--- config.mk ---
export PLATFORM = sky130hd
export DESIGN_NAME = printable_string_extractor
export DESIGN_NICKNAME = d
export VERILOG_FILES = /design/src/design/pse_pkg.sv /design/src/design/printable_string_extractor.sv
export SDC_FILE = /design/constraint.sdc
export NUM_CORES = 1
export LEC_CHECK = 0
export ABC_AREA = 1
export BUFFER_PORTS_ARGS = -buffer_cell sky130_fd_sc_hd__buf_2
export CAP_MARGIN = 0
export CORE_ASPECT_RATIO = 0.6
export CORE_UTILIZATION = 60
export DETAILED_ROUTE_END_ITERATION = 10
export PLACE_DENSITY = 0.78
export SLEW_MARGIN = 20
export SYNTH_ARGS = -nofsm -noshare
export SYNTH_HDL_FRONTEND = slang
export SYNTH_SLANG_ARGS = --single-unit
export TNS_END_PERCENT = 20
--- constraint.sdc ---
create_clock -name clk -period 12 [get_ports clk]
set_clock_uncertainty 0.15 [all_clocks]
set_input_delay 1.8 -clock clk [delete_from_list [all_inputs] [get_ports clk]]
set_output_delay 1.8 -clock clk [all_outputs]
set_load 0.1 [all_outputs]
--- src/design/pse_pkg.sv ---
// Shared types, constants and character folding functions for the printable
// string extractor. Depends on nothing; printable_string_extractor uses it.
package pse_pkg;

  // Pending modes carried from one byte to the next.
  localparam logic [1:0] MODE_NONE = 2'd0;
  localparam logic [1:0] MODE_ZERO = 2'd1;
  localparam logic [1:0] MODE_LEAD = 2'd2;

  localparam logic [7:0] LEAD_BYTE      = 8'hC3;
  localparam logic [6:0] CHAR_A         = 7'h61;
  localparam logic [6:0] CHAR_NEWLINE   = 7'd10;
  localparam logic [6:0] CHAR_FAIL      = 7'd0;
  localparam logic [3:0] MIN_LENGTH_RST = 4'd4;

  typedef enum logic [4:0] {
    ST_IDLE    = 5'b00001,
    ST_OP      = 5'b00010,
    ST_DRAIN   = 5'b00100,
    ST_NEWLINE = 5'b01000,
    ST_FIN     = 5'b10000
  } state_t;

  // Fold for the upper Latin-1 half; zero when the code is not a known letter.
  function automatic logic [6:0] fold_latin(input logic [7:0] c);
    logic [7:0] u;
    u = c & 8'hDF;
    if (u >= 8'd192 && u <= 8'd197) return 7'h61;
    if (u == 8'd199) return 7'h63;
    if (u >= 8'd200 && u <= 8'd203) return 7'h65;
    if (u >= 8'd204 && u <= 8'd207) return 7'h69;
    if (u == 8'd209) return 7'h6E;
    if (u >= 8'd210 && u <= 8'd214) return 7'h6F;
    if (u >= 8'd217 && u <= 8'd220) return 7'h75;
    return CHAR_FAIL;
  endfunction

  // Fold for a single byte; zero when the byte is not printable.
  function automatic logic [6:0] fold_byte(input logic [7:0] c);
    if (c == 8'd9) return 7'd9;
    if (c >= 8'd65 && c <= 8'd90) return c[6:0] + 7'd32;
    if (c >= 8'd32 && c <= 8'd126) return c[6:0];
    if (c >= 8'd192) return fold_latin(c);
    return CHAR_FAIL;
  endfunction

  // Fold for the byte after a lead byte; zero when it is not a known letter.
  function automatic logic [6:0] fold_follower(input logic [7:0] n);
    if (n >= 8'd128 && n <= 8'd191) return fold_latin(n + 8'd64);
    return CHAR_FAIL;
  endfunction

endpackage

--- src/design/printable_string_extractor.sv ---
// Printable string extractor top level: byte sequencer, candidate memory and
// output staging. Depends on pse_pkg for codes and folding functions.
//
// Usage: raw bytes enter on the byte channel (data_byte, end_of_stream) under
// byte_valid/byte_stall; folded characters leave on the char channel under
// char_valid/char_stall. A request is taken at a clock edge with valid high
// and stall low. Characters are held in a small candidate memory until
// min_length have collected, then replayed with string_first on the first
// one and start_offset on each; a string_end item (newline) closes a string.
// last_of_run marks the final result caused by one input byte.
// A byte holds the sequencer in ST_OP for each character it yields (a
// non-printable one included), in ST_DRAIN for each character replayed from
// the candidate memory (one synchronous read a cycle while the output does
// not stall), in ST_NEWLINE for a newline that closes a string at stream
// end, and in ST_FIN; byte_stall is high in every state but ST_IDLE.
// A result waits in a staging register until the byte's next result or the
// end of its work moves it on, as only then is last_of_run known. A char
// stall holds the sequencer once both registers fill.
// rst (synchronous) empties the pipeline, clears the stream state and sets
// min_length to 4. The candidate memory needs no clearing pass.
// min_length is written through cfg_we/cfg_data; values of zero or above
// MAX_MIN_LENGTH are ignored.
module printable_string_extractor #(
  parameter int MAX_MIN_LENGTH = 9,
  parameter int OFFSET_BITS    = 48
) (
  input  logic                   clk,
  input  logic                   rst,
  input  logic                   cfg_we,
  input  logic [3:0]             cfg_data,
  input  logic                   byte_valid,
  output logic                   byte_stall,
  input  logic [7:0]             data_byte,
  input  logic                   end_of_stream,
  output logic                   char_valid,
  input  logic                   char_stall,
  output logic [6:0]             text_char,
  output logic                   string_first,
  output logic [OFFSET_BITS-1:0] start_offset,
  output logic                   string_end,
  output logic                   last_of_run
);

  localparam int CNT_W = $clog2(MAX_MIN_LENGTH + 1);
  localparam int IDX_W = (MAX_MIN_LENGTH > 1) ? $clog2(MAX_MIN_LENGTH) : 1;
  localparam int CMP_W = (CNT_W > 4) ? CNT_W : 4;

  pse_pkg::state_t state;

  logic [3:0]             min_length;
  logic [1:0]             pending;
  logic [CNT_W-1:0]       count;
  logic                   in_string;
  logic [OFFSET_BITS-1:0] byte_position;
  logic [OFFSET_BITS-1:0] cstart;

  // Per-byte work list.
  logic [6:0]             op_char0;
  logic [6:0]             op_char1;
  logic [1:0]             op_n;
  logic [1:0]             op_i;
  logic                   end_flag;
  logic [OFFSET_BITS-1:0] item_p1;

  // Candidate memory and replay counters.
  logic [6:0]       mem [MAX_MIN_LENGTH];
  logic [6:0]       mem_q;
  logic [IDX_W-1:0] rd_idx;
  logic [IDX_W-1:0] raddr;
  logic [CNT_W-1:0] drain_len;
  logic             mem_we;
  logic [IDX_W-1:0] waddr;

  // Staging register ahead of the output register.
  logic                   hold_valid;
  logic [6:0]             hold_char;
  logic                   hold_first;
  logic                   hold_end;
  logic [OFFSET_BITS-1:0] hold_off;

  // Accept-time decode.
  logic [6:0]             op_char0_next;
  logic [6:0]             op_char1_next;
  logic [1:0]             op_n_next;
  logic [1:0]             pending_next;
  logic [OFFSET_BITS-1:0] p1;
  logic [6:0]             fol;
  logic [6:0]             fb;

  logic             char_free;
  logic             adv;
  logic             op_done;
  logic [6:0]       cur_char;
  logic [CNT_W-1:0] count_new;
  logic             cand_full;
  logic             drain_last;
  logic             cfg_ok;

  logic                   emit_en;
  logic [6:0]             emit_char;
  logic                   emit_first;
  logic                   emit_end;
  logic                   fin_move;
  logic                   move_hold;

  assign byte_stall = (state != pse_pkg::ST_IDLE);
  assign char_free  = !char_valid || !char_stall;
  assign adv        = !hold_valid || char_free;
  assign p1         = byte_position + OFFSET_BITS'(1);
  assign fol        = pse_pkg::fold_follower(data_byte);
  assign fb         = pse_pkg::fold_byte(data_byte);
  assign cfg_ok     = (cfg_data != 4'd0) &&
                      (CMP_W'(cfg_data) <= CMP_W'(MAX_MIN_LENGTH));

  // A byte yields at most two characters: a flushed lone lead byte and the
  // byte itself, or the byte and a lead byte flushed at stream end.
  always_comb begin
    logic consumed;
    op_char0_next = pse_pkg::CHAR_FAIL;
    op_char1_next = pse_pkg::CHAR_FAIL;
    op_n_next     = 2'd0;
    pending_next  = pse_pkg::MODE_NONE;
    consumed      = 1'b0;
    if (pending == pse_pkg::MODE_LEAD) begin
      op_n_next = 2'd1;
      if (fol != pse_pkg::CHAR_FAIL) begin
        op_char0_next = fol;
        consumed      = 1'b1;
      end else begin
        op_char0_next = pse_pkg::CHAR_A;
      end
    end
    if (!consumed) begin
      priority if (pending == pse_pkg::MODE_ZERO) begin
        op_char0_next = fb;
        op_n_next     = 2'd1;
      end else if (data_byte == 8'd0) begin
        pending_next = pse_pkg::MODE_ZERO;
      end else if (data_byte == pse_pkg::LEAD_BYTE) begin
        pending_next = pse_pkg::MODE_LEAD;
      end else begin
        if (op_n_next == 2'd0) begin
          op_char0_next = fb;
        end else begin
          op_char1_next = fb;
        end
        op_n_next = op_n_next + 2'd1;
      end
    end
    if (end_of_stream) begin
      if (pending_next == pse_pkg::MODE_LEAD) begin
        if (op_n_next == 2'd0) begin
          op_char0_next = pse_pkg::CHAR_A;
        end else begin
          op_char1_next = pse_pkg::CHAR_A;
        end
        op_n_next = op_n_next + 2'd1;
      end
      pending_next = pse_pkg::MODE_NONE;
    end
  end

  assign op_done   = (op_i == op_n);
  assign cur_char  = op_i[0] ? op_char1 : op_char0;
  assign count_new = count + CNT_W'(1);
  assign cand_full = (CMP_W'(count_new) >= CMP_W'(min_length)) ||
                     (count_new >= CNT_W'(MAX_MIN_LENGTH));
  assign drain_last = ((CNT_W'(rd_idx) + CNT_W'(1)) == drain_len);

  assign mem_we = (state == pse_pkg::ST_OP) && adv && !op_done &&
                  (cur_char != pse_pkg::CHAR_FAIL) && !in_string;
  assign waddr  = count[IDX_W-1:0];

  // The read address runs one step ahead so replay yields one entry a cycle while the output does not stall.
  always_comb begin
    raddr = '0;
    if (state == pse_pkg::ST_DRAIN) begin
      if (!adv) begin
        raddr = rd_idx;
      end else if (!drain_last) begin
        raddr = rd_idx + IDX_W'(1);
      end
    end
  end

  always_comb begin
    emit_en    = 1'b0;
    emit_char  = cur_char;
    emit_first = 1'b0;
    emit_end   = 1'b0;
    unique case (state)
      pse_pkg::ST_OP: begin
        if (adv && !op_done) begin
          if (cur_char == pse_pkg::CHAR_FAIL) begin
            emit_en   = in_string;
            emit_char = pse_pkg::CHAR_NEWLINE;
            emit_end  = 1'b1;
          end else begin
            emit_en = in_string;
          end
        end
      end
      pse_pkg::ST_DRAIN: begin
        emit_en    = adv;
        emit_char  = mem_q;
        emit_first = (rd_idx == '0);
      end
      pse_pkg::ST_NEWLINE: begin
        emit_en   = adv;
        emit_char = pse_pkg::CHAR_NEWLINE;
        emit_end  = 1'b1;
      end
      default: begin
        emit_en = 1'b0;
      end
    endcase
  end

  assign fin_move  = (state == pse_pkg::ST_FIN) && hold_valid && char_free;
  assign move_hold = (emit_en && hold_valid) || fin_move;

  // Candidate memory; a read of the entry written in the same cycle forwards.
  always_ff @(posedge clk) begin
    if (mem_we) begin
      mem[waddr] <= cur_char;
    end
    if (mem_we && (waddr == raddr)) begin
      mem_q <= cur_char;
    end else begin
      mem_q <= mem[raddr];
    end
  end

  // Payload registers without reset.
  always_ff @(posedge clk) begin
    if (move_hold) begin
      text_char    <= hold_char;
      string_first <= hold_first;
      string_end   <= hold_end;
      start_offset <= hold_off;
      last_of_run  <= fin_move;
    end
    if (emit_en) begin
      hold_char  <= emit_char;
      hold_first <= emit_first;
      hold_end   <= emit_end;
      hold_off   <= cstart;
    end
    if (state == pse_pkg::ST_IDLE && byte_valid) begin
      op_char0 <= op_char0_next;
      op_char1 <= op_char1_next;
      op_n     <= op_n_next;
      end_flag <= end_of_stream;
      item_p1  <= p1;
    end
  end

  always_ff @(posedge clk) begin
    if (rst) begin
      state         <= pse_pkg::ST_IDLE;
      min_length    <= pse_pkg::MIN_LENGTH_RST;
      pending       <= pse_pkg::MODE_NONE;
      count         <= '0;
      in_string     <= 1'b0;
      byte_position <= '0;
      cstart        <= '0;
      op_i          <= '0;
      rd_idx        <= '0;
      drain_len     <= '0;
      hold_valid    <= 1'b0;
      char_valid    <= 1'b0;
    end else begin
      if (cfg_we && cfg_ok) begin
        min_length <= cfg_data;
      end
      if (move_hold) begin
        char_valid <= 1'b1;
      end else if (char_valid && !char_stall) begin
        char_valid <= 1'b0;
      end
      if (emit_en) begin
        hold_valid <= 1'b1;
      end else if (fin_move) begin
        hold_valid <= 1'b0;
      end
      unique case (state)
        pse_pkg::ST_IDLE: begin
          if (byte_valid) begin
            pending       <= pending_next;
            byte_position <= end_of_stream ? '0 : p1;
            op_i          <= '0;
            state         <= pse_pkg::ST_OP;
          end
        end
        pse_pkg::ST_OP: begin
          if (adv) begin
            if (op_done) begin
              state <= (end_flag && in_string) ? pse_pkg::ST_NEWLINE : pse_pkg::ST_FIN;
            end else begin
              op_i <= op_i + 2'd1;
              if (cur_char == pse_pkg::CHAR_FAIL) begin
                // The next candidate starts just after the failing byte.
                in_string <= 1'b0;
                count     <= '0;
                cstart    <= item_p1;
              end else if (!in_string) begin
                if (cand_full) begin
                  drain_len <= count_new;
                  count     <= '0;
                  in_string <= 1'b1;
                  rd_idx    <= '0;
                  state     <= pse_pkg::ST_DRAIN;
                end else begin
                  count <= count_new;
                end
              end
            end
          end
        end
        pse_pkg::ST_DRAIN: begin
          if (adv) begin
            if (drain_last) begin
              state <= pse_pkg::ST_OP;
            end else begin
              rd_idx <= rd_idx + IDX_W'(1);
            end
          end
        end
        pse_pkg::ST_NEWLINE: begin
          if (adv) begin
            state <= pse_pkg::ST_FIN;
          end
        end
        pse_pkg::ST_FIN: begin
          if (!hold_valid || char_free) begin
            if (end_flag) begin
              count     <= '0;
              in_string <= 1'b0;
              cstart    <= '0;
            end
            state <= pse_pkg::ST_IDLE;
          end
        end
        default: begin
          state <= pse_pkg::ST_IDLE;
        end
      endcase
    end
  end

endmodule
Word-level counts from Yosys, hierarchy flattened
Memory sizes are Yosys's and may differ from the RTL's. A register that Yosys moved wholly into a read port is not among the register bits.
Cells that the tools add are included.
{"block": "op_classes", "reduce_logical": 57, "n_mux": 270, "order_cmp": 30, "n_eq_ne": 34, "bitwise_logic": 3, "addsub": 8}
{"operator": "7-bit 2-to-1 mux", "count": 92}
{"operator": "48-bit 2-to-1 mux", "count": 6}
{"operator": "1-bit 2-to-1 mux", "count": 121}
{"operator": "8-bit greater-or-equal comparator, second input constant", "count": 12}
{"operator": "48-bit case mux with 2 select lines", "count": 1}
{"operator": "8-bit less-or-equal comparator, second input constant", "count": 11}
{"operator": "4-bit 2-to-1 mux", "count": 17}
{"operator": "5-bit 2-to-1 mux", "count": 11}
{"operator": "48-bit by 1-bit adder with 48-bit output, second input constant", "count": 1}
{"operator": "7-bit == test, second input constant", "count": 4}
{"operator": "2-bit 2-to-1 mux", "count": 14}
{"operator": "1-bit logical AND", "count": 26}
{"operator": "5-bit case mux with 5 select lines", "count": 1}
{"operator": "2-bit inequality test, second input constant", "count": 12}
{"operator": "7-bit case mux with 3 select lines", "count": 1}
{"operator": "6-bit AND reduction", "count": 3}
{"operator": "8-bit by 7-bit less-or-equal comparator with 1-bit output, second input constant", "count": 2}
{"operator": "4-bit case mux with 2 select lines", "count": 2}
{"operator": "7-bit nonzero test", "count": 2}
{"operator": "2-bit nonzero test", "count": 5}
{"operator": "3-bit inequality test, second input constant", "count": 3}
{"operator": "9-bit AND reduction", "count": 1}
{"operator": "4-bit by 1-bit adder with 4-bit output, second input constant", "count": 2}
{"operator": "8-bit by 7-bit adder with 8-bit output, second input constant", "count": 1}
{"operator": "36 further kinds", "count": 51}
{"block": "word_totals", "ff_bits": 304, "n_memories": 1, "ram_bits": 63, "out_inout_bits": 60}
{"memory": "mem", "words": 9, "width": 7, "rd": 1, "rd_ports_with_merged_regs": 1, "wr": 1, "line": "printable_string_extractor.sv:66", "rtl": "logic [6:0] mem [MAX_MIN_LENGTH];"}

Depth between registers and ports, before layout
Gate-level depths: netlist of the first run.
{"block": "logic_depth", "word_depth": 74, "depth_mapped": 18, "depth_no_buf": 18}

Worst setup path after synthesis of the first run
OpenSTA, ideal clock, no wires.
{"block": "synth_path", "path_kind": "input -> register", "start": "input port char_stall", "end": "register last_of_run, enable pin", "cell_stages": 5, "slack_ps": 4984, "path_buffers": 0, "arrival_time_ps": 6453, "path_cell_list": "nand2_1 nor2_1 a21oi_1 a21oi_1 inv_1"}
{"block": "synth_via", "elab_chain_len": 8, "elab_cells_between_ends": 9}
{"item": "from (decl)", "line": "printable_string_extractor.sv:36", "rtl": "input logic char_stall,"}
{"item": "1-bit logical NOT (*)", "line": "printable_string_extractor.sv:107", "rtl": "assign char_free = !char_valid || !char_stall;"}
{"item": "1-bit logical OR (*)", "line": "printable_string_extractor.sv:107"}
{"item": "1-bit logical OR (*)", "line": "printable_string_extractor.sv:108", "rtl": "assign adv = !hold_valid || char_free;"}
{"item": "1-bit logical AND", "line": "printable_string_extractor.sv:193", "rtl": "if (adv && !op_done) begin"}
{"item": "1-bit 2-to-1 mux", "line": "printable_string_extractor.sv:193"}
{"item": "1-bit case mux with 2 select lines (*)", "line": "printable_string_extractor.sv:191", "rtl": "unique case (state)"}
{"item": "named net emit_en", "line": "printable_string_extractor.sv:99", "rtl": "logic emit_en;"}
{"item": "1-bit logical AND (*)", "line": "printable_string_extractor.sv:220", "rtl": "assign move_hold = (emit_en && hold_valid) || fin_move;"}
{"item": "1-bit logical OR (*)", "line": "printable_string_extractor.sv:220"}
{"item": "named net move_hold", "line": "printable_string_extractor.sv:104", "rtl": "logic move_hold;"}
{"item": "to (signal assigned)", "line": "printable_string_extractor.sv:241", "rtl": "last_of_run <= fin_move;"}
{"item": "to (decl)", "line": "printable_string_extractor.sv:41", "rtl": "output logic last_of_run"}
The timed path passes the listed nets; every way through them passes the cells marked *.
A chain may end at the register's enable or synchronous reset.

Worst setup path in the final report of the first run
{"block": "layout_path", "start": "register state[1]", "end": "register start_offset[35], enable pin"}
{"block": "layout_via", "elab_chain_len": 5, "elab_cells_between_ends": 10}
{"item": "from (decl)", "line": "printable_string_extractor.sv:48", "rtl": "pse_pkg::state_t state;"}
{"item": "from (signal assigned)", "line": "printable_string_extractor.sv:260", "rtl": "state <= pse_pkg::ST_IDLE;"}
{"item": "from (signal assigned)", "line": "printable_string_extractor.sv:292", "rtl": "state <= pse_pkg::ST_OP;"}
{"item": "from (signal assigned)", "line": "printable_string_extractor.sv:298", "rtl": "state <= (end_flag && in_string) ? pse_pkg::ST_NEWLINE : pse_pkg::ST_FIN;"}
{"item": "5-bit by 3-bit == test with 1-bit output or 5-bit by 4-bit == test with 1-bit output (tied branches)", "line": "printable_string_extractor.sv:191"}
{"item": "2-bit OR reduction (no line)"}
{"item": "1-bit case mux with 2 select lines (*)", "line": "printable_string_extractor.sv:191"}
{"item": "named net emit_en", "line": "printable_string_extractor.sv:99"}
{"item": "1-bit logical AND (*)", "line": "printable_string_extractor.sv:220"}
{"item": "1-bit logical OR (*)", "line": "printable_string_extractor.sv:220"}
{"item": "named net move_hold", "line": "printable_string_extractor.sv:104"}
{"item": "to (signal assigned)", "line": "printable_string_extractor.sv:240", "rtl": "start_offset <= hold_off;"}
{"item": "to (decl)", "line": "printable_string_extractor.sv:39", "rtl": "output logic [OFFSET_BITS-1:0] start_offset,"}
Marks and branches as above.

==> summary.md, run 1 <==
| Metric | Value |
|---|---|
| Remaining Overflow, GRT | 0 |
| Num CTS Buffers | 31 |
| Critical path launch point type | flop |
| CTS Root Cell | clkbuf_16 |
| Synth Instances | 1671 |
| Max Slew Vio Count | 0 |
| Leakage | 6.71 nW |
| DRT antenna net count | 0 |
| Switch share | 0.262 |
| Post-layout util | 0.681 |
| DR pass1 iterations | 5 |
| Routed WL | 37600 µm |
| Hold crit path type | flop to flop |
| Sequential Power Share | 0.505 |
| Simple-gate area share of the yosys netlist | 0.207 |
| Power Total | 3.08 mW |
| Worst Path Required | 12.08 ns |
| DIE AREA | 27600 µm² |
| Die width | 214 µm |
| Post-CTS setup buffer count | 0 |
| I/O Pins | 78 |
| Final HPWL DP | 26400 µm |
| Logic pwr share | 0.124 |
| Syn. warnings | 0 |
| DR iter-0 viols | 1428 |
| Post-Syn Area | 16100 µm² |
| Largest family of logic cells by synthesized area | simple AND/OR/NAND/NOR gates |
| Antenna cells | 0 |
| Final setup viols | 0 |
| Port Buffers | 77 |
| Post-synthesis mux area share | 0 |
| CP endpoint kind | flop |
| Outcome | completed |
| Initial antenna violation count | 0 |
| Yosys cell types | 47 |
| Hold buffers post-CTS | 0 |
| Unrepaired setup endpoints after global routing | false |
| Pwr/cell area | 171 nW/µm² |
| Die Ht | 129 µm |
| Routability cong. | 0.958 |
| Drt wl/cell | 17.7 µm |
| H-tree levels | 1 |
| Area Overhead vs Synth | 11.5% |
| Gr usage total | 0.278 |
| Post-synth top area share | 0.452 |
| Clock share of power | 0.370 |
| Final period util | 0.363 |
| Vias in the first global route | 10600 |
| Row cnt | 46 |
| Fin Setup TNS | 0 ns |
| Peak supply drop | 0.000125 V |
| Yosys top cell by area | edfxtp_1 |
| Syn avg cell area | 9.66 µm² |
| Synth Area in Adders | 0.0170 |
| Fin cells | 2120 |
| Ys async rst share | 0 |
| Final hold slack | 0.263 ns |
| Synth Register Bits | 371 |
| F_max | 229 MHz |
| Crit path time final | 4.36 ns |
| Post-synthesis sequential area ratio | 0.611 |
| DRC viols | 0 |
| Clock transition at path regs | 0.07 ns |
| Via-to-Cell Ratio | 5.63 |
| Start of the worst register-to-register path | state[1] |
| CTS tree | built |
| Post-Synth XOR/XNOR Area | 0.0228 |
| Net Sw Power | 0.808 mW |
| HP Start | hold_off[2] |
| CTS Buffer Depth | 3 |
| Clock Sinks | 371 |
| P_int | 2.27 mW |
| Max-slew headroom | 0.235 |
| Synth area leaders | edfxtp_1 45%, dfxtp_1 16%, nand2_1 9.7% |
| Total Nets Final | 1775 |
| CP max FO | 59 |
| Initial core utilization | 0.611 |
| EDFF count, synth | 243 |
| Via count | 11900 |
| Share of cells above drive strength 1 | 0.124 |
| Cell Count Post-Placement | 2062 |
| CP startpoint | state[1] |
| CP Data Arrival Time | 4.44 ns |
| Top FF cell, synth | edfxtp_1 |
| Critical path class | flop to flop |
| Post-cts sizing count | 0 |
| First-pass GRT wire length | 58400 µm |
| Clock Latency Late Sink | 0.59 ns |
| Max-cap viol count | 0 |
| Syn nets | 1711 |
| Hold Fails Final Rpt | 0 |
| Worst-margin pin slew | 1.14 ns |
| Largest net degree at the start of global routing | 60 |
| Core area | 26400 µm² |
| Compound-gate portion of the synthesized area | 0.0837 |
[routing by layer]
metal  vias up  track usage  routed length, µm
met5         -            0                  0
met4         0       0.0445                450
met3        33       0.0633               3700
met2       510        0.370              14700
met1      5660        0.460              18800
li1       5738            -                  -
[stage by stage]
step           area (µm²)  setup slack [ns]
2_1_floorplan       16100              4.98
5_1_grt             18000              7.40
6_report            18000              7.64
4_1_cts             18000              7.73
3_3_place_gp        16800              7.25
3_5_place_dp        16800              7.16
[synth_stat cells (2+ instances only)]
| cell type | count |
|---|---|
| ha_1 | 22 |
| buf_6 | 4 |
| buf_2 | 13 |
| inv_2 | 11 |
| nor3_1 | 30 |
| or2_2 | 2 |
| buf_4 | 2 |
| a21oi_2 | 21 |
| nand4_1 | 30 |
| nor2_2 | 7 |
| xnor2_1 | 4 |
| nand3_2 | 22 |
| edfxtp_1 | 243 |
| dfxtp_1 | 128 |
| o21ai_0 | 67 |
| nand2_2 | 2 |
| buf_8 | 2 |
| and3_1 | 3 |
| xor2_1 | 38 |
| nand2_1 | 416 |
| nor4_1 | 2 |
| clkbuf_1 | 31 |
| o22ai_1 | 21 |
| a21oi_1 | 118 |
| inv_1 | 167 |
| o21ai_1 | 3 |
| o211ai_1 | 3 |
| a22oi_1 | 2 |
| nor2_1 | 145 |
| nand3_1 | 94 |
| nor3_2 | 2 |
[state kept, by name, summed over array words and instances (netlist names), 5 cells and up, named ones only]
register / count
mem: 63
byte_position: 48
cstart: 48
hold_off: 48
item_p1: 48
start_offset: 48
hold_char: 7
op_char0: 7
op_char1: 7
text_char: 7
state: 5
[final cells by class]
| type | instances | area, µm² |
|---|---|---|
| flip-flops and latches | 371 | 9860 |
| fillers | 1994 | 8420 |
| multi-input cells | 1068 | 5390 |
| clock buffers | 43 | 945 |
| inverters | 179 | 672 |
| well taps | 360 | 450 |
| repair buffers | 84 | 440 |
| clock inverters | 15 | 246 |
[cells by family (layout without fill, tap and decap cells)]
| kind of cell | after synthesis | in the layout |
|---|---|---|
| and+or+nand+nor | 763 | 763 |
| buffers and inverters | 232 | 321 |
| DFF | 371 | 371 |
| AOI/OAI and AO/OA | 241 | 241 |
| xor gates and xnor gates | 42 | 42 |
| adders and majority gates | 22 | 22 |
[critical path: stages, from the launching register on]
cell     delay (ns)
dfxtp_1        0.36
nor2_1         0.21
nand4_1        0.59
inv_2          0.39
nor2_2         0.13
a21oi_4        0.16
buf_4          0.69
a21oi_1        0.21
inv_2          0.54
buf_4          0.51
[final timing paths]
kind | endpoint | slack (ns) | cells after the start
hold reg to reg | start_offset[2] | 0.26 | 0
setup reg to reg | start_offset[35] | 7.64 | 9
hold / removal | start_offset[2] | 0.26 | 0
setup / recovery | start_offset[35] | 7.64 | 9
[power groups by stage]
stage,logic [mW],clock network [mW],registers (mW)
global placement,0.368,0,1.58
CTS,0.379,1.15,1.56
detailed placement,0.375,0,1.58
global route,0.421,1.20,1.57
floorplan,0.270,0,1.58
finish,0.383,1.14,1.56
[cells in the final DEF, fill, tap and decap left out, drive strengths merged, types with 2 or more instances in the layout]
cell,count
dfxtp,128
a21oi,140
xnor2,4
and3,3
inv,180
o211ai,3
clkbuf,43
clkinv,6
clkinvlp,2
bufinv,6
xor2,38
nand4,31
nor4,4
a22oi,2
nand2,418
nor3,33
nand3,116
o22ai,21
nor2,152
or2,2
buf,84
o21ai,70
ha,22
edfxtp,243
No activity file was read; power rests on OpenSTA's default activity.
==> run 2: changes to the inputs <==
- CORE_UTILIZATION: 60 -> 55
- PLACE_DENSITY: 0.78 -> 0.75
- clock period: 12 -> 3.9 ns (I/O delays scaled with it)
==> summary.md, run 2 (same netlist as run 1, synthesis figures left out) <==
| Metric | Value |
|---|---|
| Die width | 223 µm |
| Post-CTS setup buffer count | 0 |
| Share of cells above drive strength 1 | 0.127 |
| Antenna cells | 0 |
| CP max FO | 48 |
| I/O Pins | 78 |
| DRT antenna net count | 0 |
| Clock Latency Late Sink | 0.53 ns |
| Top sig layer | met4 |
| Hold crit path type | input pin to flop |
| Cell Count Post-Placement | 2086 |
| Core area | 28800 µm² |
| Via-to-Cell Ratio | 5.57 |
| Gr usage total | 0.252 |
| P_int | 6.89 mW |
| Hold Fails Final Rpt | 0 |
| Largest net degree at the start of global routing | 94 |
| Clock share of power | 0.367 |
| Commonest non-fill, non-tap cell in the layout | nand2_1 |
| Met3 wire length | 3700 µm |
| Met2 WL post-DR | 14400 µm |
| Hold buffers post-CTS | 0 |
| Switch share | 0.270 |
| Max-slew headroom | 0.320 |
| CP startpoint | state[3] |
| Net Sw Power | 2.55 mW |
| Sequential Power Share | 0.508 |
| Row cnt | 48 |
| Wl on met1 | 18700 µm |
| Total Nets Final | 1787 |
| Final setup viols | 0 |
| R2R setup slack | 0.74 ns |
| Crit path time final | 3.16 ns |
| Layout fillers | 2355 |
| Fin Setup TNS | 0 ns |
| Outcome | completed |
| Leakage | 6.76 nW |
| Clock transition at path regs | 0.07 ns |
| Fin worst setup slack | 0.744 ns |
| Initial core utilization | 0.560 |
| DR pass1 iterations | 6 |
| Remaining Overflow, GRT | 0 |
| Start of the worst register-to-register path | state[3] |
| Max Slew Vio Count | 0 |
| Logic pwr share | 0.126 |
| Fin cells | 2148 |
| Drt wl/cell | 17.4 µm |
| Routed WL | 37400 µm |
| Final hold slack | 0.189 ns |
| CP max-delay cell | inv_2 |
| Peak supply drop | 0.000377 V |
| Max-cap viol count | 0 |
| DR iter-0 viols | 1232 |
| Die Ht | 135 µm |
| DRC viols | 0 |
| Max FFs per register | 63 |
| First-pass GRT wire length | 59300 µm |
| Area after DPL | 16900 µm² |
| Port Buffers | 77 |
| Most frequent cells in the layout | 416 x nand2_1, 243 x edfxtp_1, 166 x inv_1, 145 x nor2_1, 128 x dfxtp_1 |
| Clock Sinks | 371 |
| F_max | 317 MHz |
| Post-layout util | 0.627 |
| DIE AREA | 30100 µm² |
| CTS Buffer Depth | 3 |
| CP endpoint kind | flop |
| H-tree levels | 2 |
| HP Start | end_of_stream |
| CTS Root Cell | clkbuf_16 |
| Fin area | 18100 µm² |
| Num CTS Buffers | 34 |
| Unrepaired setup endpoints after global routing | false |
| Routability cong. | 0.987 |
| Power Total | 9.44 mW |
| Worst-margin pin slew | 1.01 ns |
| Post-cts sizing count | 0 |
| Cell chain of the critical path | inv_1, nand2_1, inv_2, nand3_2, nor2_1, nor2_1, nand3_1, a21oi_4, inv_2, nand2_1, a21oi_2 |
| Max incr delay on CP | 0.66 ns |
| Vias in the first global route | 10900 |
| Worst Path Required | 4.20 ns |
| Final period util | 0.809 |
| Critical path launch point type | flop |
| CTS tree | built |
| Pwr/cell area | 522 nW/µm² |
| Critical path class | flop to flop |
| Register bank with the most flops | mem |
| CP Data Arrival Time | 3.45 ns |
| Worst slack, placed | 0.699 ns |
| Area Overhead vs Synth | 11.9% |
| Final HPWL DP | 26800 µm |
| Via count | 12000 |
| Initial antenna violation count | 1 |
==> run 2: changes by cell type in the layout (fill, tap and decap cells not counted) <==
cell | previous run | this run
inv_6 | 1 | 2
clkbuf_16 | 34 | 36
inv_2 | 12 | 11
buf_12 | 0 | 2
bufinv_16 | 6 | 3
nor3_2 | 8 | 2
clkbuf_8 | 6 | 4
buf_4 | 8 | 15
clkinv_1 | 3 | 2
inv_8 | 0 | 2
nor3_1 | 24 | 30
clkinv_2 | 3 | 9
==> run 2: worst max-delay path, delay by kind of cell, from the launching register on <==
family | cells | cell delay, ns
compound gates | 2 | 0.25
buf+inv | 3 | 0.89
simple gates | 6 | 1.43
flops | 1 | 0.30
==> run 2: layout make-up <==
class,count,area (µm²),share of cell area
Clock buffer,43,967,0.0535
Sequential cell,371,9860,0.546
Tap cell,375,469,0.0260
Inverter,179,676,0.0374
Multi-Input combinational cell,1068,5360,0.296
Timing Repair Buffer,93,533,0.0295
Clock inverter,19,206,0.0114
==> run 2: worst paths after layout <==
check,endpoint,depth (start not counted)
worst max-delay path,cstart[39],11
worst min register to register,start_offset[43],0
worst max register to register,cstart[39],11
worst min-delay path,end_flag,1
==> run 2: per-layer routing <==
| metal | global-route usage | up-vias |
|---|---|---|
| li1 | - | 5768 |
| met5 | 0 | - |
| met2 | 0.338 | 516 |
| met1 | 0.412 | 5628 |
| met4 | 0.0536 | 0 |
| met3 | 0.0507 | 43 |
==> run 2: power by group through the flow <==
stage          logic (mW)  registers [mW]  clock network (mW)
5_1_grt              1.31            4.82                3.65
2_1_floorplan       0.837            4.84                   0
3_3_place_gp         1.14            4.86                   0
6_report             1.19            4.79                3.46
4_1_cts              1.18            4.79                3.50
3_5_place_dp         1.17            4.88                   0
